## src/sv/ra_pkg.sv

```systemverilog
// ----------------------------------------------------------------------------
// ra_pkg: shared types and constants for the rank assignment block
// Holds the item and result structs, field widths and the sequencer states.
// ----------------------------------------------------------------------------
package ra_pkg;

  localparam int VALUE_W       = 32;
  localparam int RANK_W        = 6;
  localparam int MAX_ITEMS_DEF = 64;

  typedef struct packed {
    logic signed [VALUE_W-1:0] value;
    logic                      last_in;
  } item_t;

  typedef struct packed {
    logic [RANK_W-1:0] rank;
    logic              last_out;
  } result_t;

  typedef enum logic [1:0] {
    S_LOAD,
    S_PIVOT,
    S_CATCH,
    S_SWEEP
  } state_t;

endpackage

```

## src/sv/ra_ram.sv

```systemverilog
// ----------------------------------------------------------------------------
// ra_ram: generic single-port-write, single-port-read RAM
// One write and one registered read per cycle.
// ----------------------------------------------------------------------------
module ra_ram #(
  parameter int WIDTH = 32,
  parameter int DEPTH = 64,
  localparam int AW   = (DEPTH > 1) ? $clog2(DEPTH) : 1
) (
  input  logic             clk,
  input  logic             we,
  input  logic [AW-1:0]    waddr,
  input  logic [WIDTH-1:0] wdata,
  input  logic [AW-1:0]    raddr,
  output logic [WIDTH-1:0] rdata
);

  logic [WIDTH-1:0] mem [DEPTH];

  always_ff @(posedge clk) begin
    if (we) begin
      mem[waddr] <= wdata;
    end
    rdata <= mem[raddr];
  end

endmodule

```

## src/sv/rank_assignment.sv

```systemverilog
// ----------------------------------------------------------------------------
// rank_assignment: rank of each set element by counting smaller elements
// Loads a set of signed values, then emits for each one, in arrival order,
// how many elements of the set are strictly smaller.
// ----------------------------------------------------------------------------
//
//   Channel   Ports                      Transfer when
//   --------  -------------------------  -----------------------------------
//   item      start, busy, item          start high and busy low at clk edge
//   result    result_strobe, result      result_strobe high (one cycle each)
//
// Elements load while busy is low; last_in or a full store closes the set
// and raises busy. Each element is then ranked in order: store read, pivot
// capture, then a sweep of the one shared comparator over every entry
// through the single read port; its result strobes the cycle after its
// sweep. Reset clears the sequencer state, counters and strobe but not the
// store, since no unwritten store entry is ever read. The receiver cannot stall.
// ----------------------------------------------------------------------------
module rank_assignment #(
  parameter int MAX_ITEMS = ra_pkg::MAX_ITEMS_DEF
) (
  input  logic            clk,
  input  logic            rst,
  input  logic            start,
  output logic            busy,
  input  ra_pkg::item_t   item,
  output logic            result_strobe,
  output ra_pkg::result_t result
);

  // Store address width and a counter width that can hold MAX_ITEMS itself.
  localparam int AW = (MAX_ITEMS > 1) ? $clog2(MAX_ITEMS) : 1;
  localparam int CW = $clog2(MAX_ITEMS + 1);
  localparam logic [CW-1:0] CAP = CW'(MAX_ITEMS);

  ra_pkg::state_t state, state_next;

  // fill_count is the write pointer while loading and the set size n while
  // ranking. i_idx is the element being ranked, j_idx the sweep read pointer.
  logic [CW-1:0] fill_count, fill_count_next;
  logic [CW-1:0] i_idx, i_idx_next;
  logic [CW-1:0] j_idx, j_idx_next;
  logic [CW-1:0] cnt, cnt_next;
  logic          cmp_valid, cmp_valid_next;
  logic [ra_pkg::VALUE_W-1:0] pivot, pivot_next;
  ra_pkg::result_t result_next;
  logic            result_strobe_next;

  logic                       ram_we;
  logic [AW-1:0]              ram_raddr;
  logic [ra_pkg::VALUE_W-1:0] ram_rdata;
  logic                       is_less;
  logic [CW-1:0]              fill_inc;
  logic [CW-1:0]              cnt_inc;

  assign busy   = (state != ra_pkg::S_LOAD);
  assign ram_we = start && !busy;

  ra_ram #(
    .WIDTH (ra_pkg::VALUE_W),
    .DEPTH (MAX_ITEMS)
  ) u_store (
    .clk   (clk),
    .we    (ram_we),
    .waddr (fill_count[AW-1:0]),
    .wdata (item.value),
    .raddr (ram_raddr),
    .rdata (ram_rdata)
  );

  // The one shared compare unit: signed order of the swept entry against
  // the pivot.
  assign is_less  = $signed(ram_rdata) < $signed(pivot);
  assign fill_inc = fill_count + CW'(1);
  assign cnt_inc  = cnt + CW'(is_less);

  always_comb begin
    state_next         = state;
    fill_count_next    = fill_count;
    i_idx_next         = i_idx;
    j_idx_next         = j_idx;
    cnt_next           = cnt;
    cmp_valid_next     = 1'b0;
    pivot_next         = pivot;
    result_next        = result;
    result_strobe_next = 1'b0;
    ram_raddr          = i_idx[AW-1:0];

    unique case (state)
      ra_pkg::S_LOAD: begin
        if (start) begin
          fill_count_next = fill_inc;
          if (item.last_in || fill_inc == CAP) begin
            i_idx_next = '0;
            state_next = ra_pkg::S_PIVOT;
          end
        end
      end

      ra_pkg::S_PIVOT: begin
        // Read this element's value; it lands in the read register next cycle.
        ram_raddr = i_idx[AW-1:0];
        state_next = ra_pkg::S_CATCH;
      end

      ra_pkg::S_CATCH: begin
        pivot_next     = ram_rdata;
        cnt_next       = '0;
        ram_raddr      = '0;
        j_idx_next     = CW'(1);
        cmp_valid_next = 1'b1;
        state_next     = ra_pkg::S_SWEEP;
      end

      ra_pkg::S_SWEEP: begin
        ram_raddr = j_idx[AW-1:0];
        if (cmp_valid) begin
          cnt_next = cnt_inc;
        end
        if (j_idx != fill_count) begin
          j_idx_next     = j_idx + CW'(1);
          cmp_valid_next = 1'b1;
        end else begin
          // Every entry has been issued, so this cycle holds the last compare.
          result_next.rank     = ra_pkg::RANK_W'(cnt_inc);
          result_next.last_out = (i_idx + CW'(1) == fill_count);
          result_strobe_next   = 1'b1;
          if (i_idx + CW'(1) == fill_count) begin
            fill_count_next = '0;
            state_next      = ra_pkg::S_LOAD;
          end else begin
            i_idx_next = i_idx + CW'(1);
            state_next = ra_pkg::S_PIVOT;
          end
        end
      end

      default: begin
        state_next = ra_pkg::S_LOAD;
      end
    endcase
  end

  always_ff @(posedge clk) begin
    if (rst) begin
      state         <= ra_pkg::S_LOAD;
      fill_count    <= '0;
      i_idx         <= '0;
      j_idx         <= '0;
      cnt           <= '0;
      cmp_valid     <= 1'b0;
      result_strobe <= 1'b0;
    end else begin
      state         <= state_next;
      fill_count    <= fill_count_next;
      i_idx         <= i_idx_next;
      j_idx         <= j_idx_next;
      cnt           <= cnt_next;
      cmp_valid     <= cmp_valid_next;
      result_strobe <= result_strobe_next;
    end
  end

  always_ff @(posedge clk) begin
    pivot  <= pivot_next;
    result <= result_next;
  end

  // A result only follows the final compare cycle of a sweep.
  a_strobe_after_sweep: assert property (@(posedge clk) disable iff (rst)
    result_strobe |-> $past(state == ra_pkg::S_SWEEP))
    else $error("result strobe without a finished sweep");

  // The fill count never passes the store capacity.
  a_fill_bound: assert property (@(posedge clk) disable iff (rst)
    fill_count <= CAP)
    else $error("fill count beyond capacity");

  // The count of smaller entries never exceeds the entries issued so far.
  a_cnt_bound: assert property (@(posedge clk) disable iff (rst)
    state == ra_pkg::S_SWEEP |-> cnt <= j_idx)
    else $error("rank count exceeds compared entries");

  // The last result of a set leaves the block empty and ready to load.
  a_last_empties: assert property (@(posedge clk) disable iff (rst)
    result_strobe && result.last_out |-> !busy && fill_count == '0)
    else $error("set not released after its last result");

endmodule

```

## config.mk

```make
export PLATFORM = sky130hd
export DESIGN_NAME = rank_assignment
export DESIGN_NICKNAME = d
export VERILOG_FILES = /design/src/sv/ra_pkg.sv /design/src/sv/ra_ram.sv /design/src/sv/rank_assignment.sv
export SDC_FILE = /design/constraint.sdc
export NUM_CORES = 2
export LEC_CHECK = 0
export ABC_AREA = 1
export BUFFER_PORTS_ARGS = -buffer_cell sky130_fd_sc_hd__buf_4
export CORE_MARGIN = 3
export CORE_UTILIZATION = 38
export CTS_BUF_LIST = sky130_fd_sc_hd__clkbuf_8 sky130_fd_sc_hd__clkbuf_16
export CTS_CLUSTER_DIAMETER = 120
export DETAILED_ROUTE_END_ITERATION = 7
export PLACE_DENSITY = 0.63
export SETUP_SLACK_MARGIN = 0.1
export SLEW_MARGIN = 25
export SYNTH_ARGS = -nofsm -noshare
export SYNTH_HDL_FRONTEND = slang
export SYNTH_HIERARCHICAL = 1
export SYNTH_SLANG_ARGS = --single-unit
```

## constraint.sdc

```tcl
create_clock -name clk -period 5.96 [get_ports clk]
set_clock_uncertainty 0.05 [all_clocks]
set_input_delay 0.894 -clock clk [delete_from_list [all_inputs] [get_ports clk]]
set_output_delay 0.894 -clock clk [all_outputs]
set_load 0.01 [all_outputs]
```

==> metrics <==
crit-path leading delay family=simple AND/OR/NAND/NOR gates; critical path arrival=5.67 ns; Initial Util=0.384; Hold Path Origin=u_store/rdata[24]$_DFF_P_; DP Cell Count=10000; slowest stage delay, CP=0.71 ns; via count=56800; CP Buf/Inv Count=3; CTS H-tree lvls=4; RSZ-0062 raised after global routing=no; vias in the first global route=54000; fin util=0.432; Post-CTS Setup Repair Bufs=0; Syn Area/Cell=11.9 µm²; Min Clock Period, post-route=4.97 ns; Seq/Total Area, Yosys=0.736; clk sinks=2150; Die H=484 µm; Post-CTS Resized=0; most used cell, CP=nand2_1; global route overflow=0; Initial DRT Pass Iterations=6; Critical Path Start=state[0]$_SDFFE_PP0P_; Via density=5.45; # rows=174; die width=484 µm; CTS buffer count=212; synthesis-to-layout area growth=12.4%; LEAKAGE=34.2 nW; share of post-route cells with drive strength above 1=0.0788; final wirelength=233000 µm; Tcrit/Tclk final=0.833; Mapped Cells=7273; Final HPWL DP=125000 µm; Max-cap violations=0; Slew @ Worst Pin=1.17 ns; Peak Freq=0.201 GHz; Crit Path Max Fanout=224; critical-path cell list=ha_1 -> inv_1 -> nand2_1 -> o22ai_4 -> inv_16 -> buf_4 -> nand2_1 -> nand3_1 -> nand3_1 -> nand3_1 -> nand3_1 -> nand2_1 -> nand2_1 -> nand2_1; Slew Limit Headroom=0.215; num ports=45; wire length per cell=22.4 µm; Worst-Skew Late Latency=0.84 ns; Layout Nets=7304; Residual DRC=0; Yosys cell types=41; setup tns final=0 ns; largest net degree at the start of global routing=225; count of non-filler cells in the finished layout=10400; most frequent cells in the layout=nand2_1 (2386), edfxtp_1 (2087), nand3_1 (1944); sequential cell area=63900 µm²; CTS clock-pin slew for the worst setup and hold paths=0.06 ns; die area=234000 µm²; clk root buf=clkbuf_16; pwr/cell area=446 nW/µm²; initial antenna violation count=6; outcome=finished with violations; critical path endpoint category=flop; syn_nets=7348; Peak supply drop=533 µV; Port-buffer cells=44; reg-to-reg startpoint=state[0]$_SDFFE_PP0P_; number of hold violations in the final report=0; hold crit path type=reg2reg; failing checks=antenna violations; Final setup viols=0; cts hold-fix bufs=0; number of DRC markers in iteration 0=6185; Final ANT Viol Nets=1; area of the multi-input gates=20800 µm²; Synth Warn #=6; WP data required=6.67 ns; GRT Overall Usage=0.194; CTS tree=built; first-pass GRT wire length=349000 µm; #FFs+latches synth=2150; crit path kind=reg2reg; routability cong.=0.820; core area=226000 µm²; Crit-path slowest cell=inv_16; Slew Limit Fails=0; area of the mapped netlist=86800 µm²; final hold slack=0.382 ns; fillers=20400; Worst setup SP type=flop; clock tree buffer depth=3; leading cell type in the layout, fill and taps excluded=nand2_1
-- state kept, by name, indices dropped and copies added, names as in the netlist --
register       flops
state              2
fill_count         7
result_strobe      1
u_store/rdata     32
i_idx              7
cmp_valid          1
cnt                6
pivot             32
u_store/mem     2048
j_idx              7
result             7
-- report_power, final --
group	switching, W	total (W)	internal (W)
logic	0.00976	0.0134	0.00369
registers	0.000276	0.0173	0.0170
clock network	0.00567	0.0127	0.00704
total	0.0157	0.0435	0.0278
-- kinds of logic (layout without fill, tap and decap cells) --
group | count (synthesis) | after routing | synth area share
flip-flops | 2150 | 2150 | 0.736
buffers and inverters | 553 | 688 | 0.0308
other | 0 | 7 | 0
AND/OR/NAND/NOR | 4461 | 4461 | 0.223
AO/OA/AOI/OAI | 65 | 65 | 0.00428
XOR/XNOR | 5 | 5 | 0.000504
adder cells (fa/ha/maj) | 39 | 39 | 0.00562
-- through the flow --
| stage | total power, W | setup slack [ns] | area [µm²] |
|---|---|---|---|
| finish | 0.0435 | 0.993 | 97600 |
| global route | 0.0456 | 0.759 | 97600 |
| CTS | 0.0436 | 1.07 | 97500 |
| detailed placement | 0.0309 | 1.09 | 90800 |
| global placement | 0.0307 | 1.23 | 90800 |
| floorplan | 0.0262 | 0.787 | 86800 |
-- synthesized netlist by cell type (all sizes together) --
library cell / instances / area (µm²)
buf: 377 / 2000
ha: 39 / 488
nand3: 1948 / 9780
nor4: 9 / 56.3
inv: 94 / 355
nor3: 5 / 25.0
clkbuf: 80 / 310
nand4: 13 / 81.3
xor2: 3 / 26.3
a21o: 1 / 7.51
nor3b: 2 / 15.0
nor2: 91 / 370
edfxtp: 2087 / 62700
o21bai: 1 / 18.8
o21ai: 13 / 65.1
o21a: 2 / 15.0
o221ai: 1 / 8.76
o211ai: 1 / 7.51
nand2: 2392 / 9000
dfxtp: 63 / 1260
clkinv: 2 / 7.51
a21oi: 40 / 211
o22ai: 6 / 37.5
xnor2: 2 / 17.5
nand3b: 1 / 7.51
-- area by class of cell --
type,instances,share of cell area
repair buffers,199,0.0201
multi-input cells,4570,0.213
diodes,7,0.000180
clock inverters,168,0.0123
well taps,2992,0.0384
clock buffers,225,0.0563
flip-flops and latches,2150,0.655
inverters,96,0.00408
-- layer usage --
metal / share of wire / track usage / vias up / wire length, µm
met5: 0.000056 / 0 / - / 13
met1: 0.42 / 0.276 / 28100 / 99000
met4: 0.022 / 0.0497 / 2 / 5150
li1: - / - / 25700 / -
met2: 0.47 / 0.309 / 2556 / 109000
met3: 0.088 / 0.0343 / 355 / 20400
-- worst register-to-register path, stage by stage, from the launching register on --
cell and delay (ns):
dfxtp_1 0.36, ha_1 0.46, inv_1 0.43, nand2_1 0.57, o22ai_4 0.33, inv_16 0.71, buf_4 0.74, nand2_1 0.13
nand3_1 0.09, nand3_1 0.12, nand3_1 0.11, nand3_1 0.18, nand2_1 0.14, nand2_1 0.28, nand2_1 0.19
-- worst paths after layout --
path                                    end  slack (ns)  cells after the start
setup reg to reg  u_store/rdata[21]$_DFF_P_        0.99                     14
hold / removal          pivot[24]$_DFFE_PP_        0.38                      0
hold reg to reg         pivot[24]$_DFFE_PP_        0.38                      0
setup / recovery  u_store/rdata[21]$_DFF_P_        0.99                     14
Power figures use the tool's default switching activity.
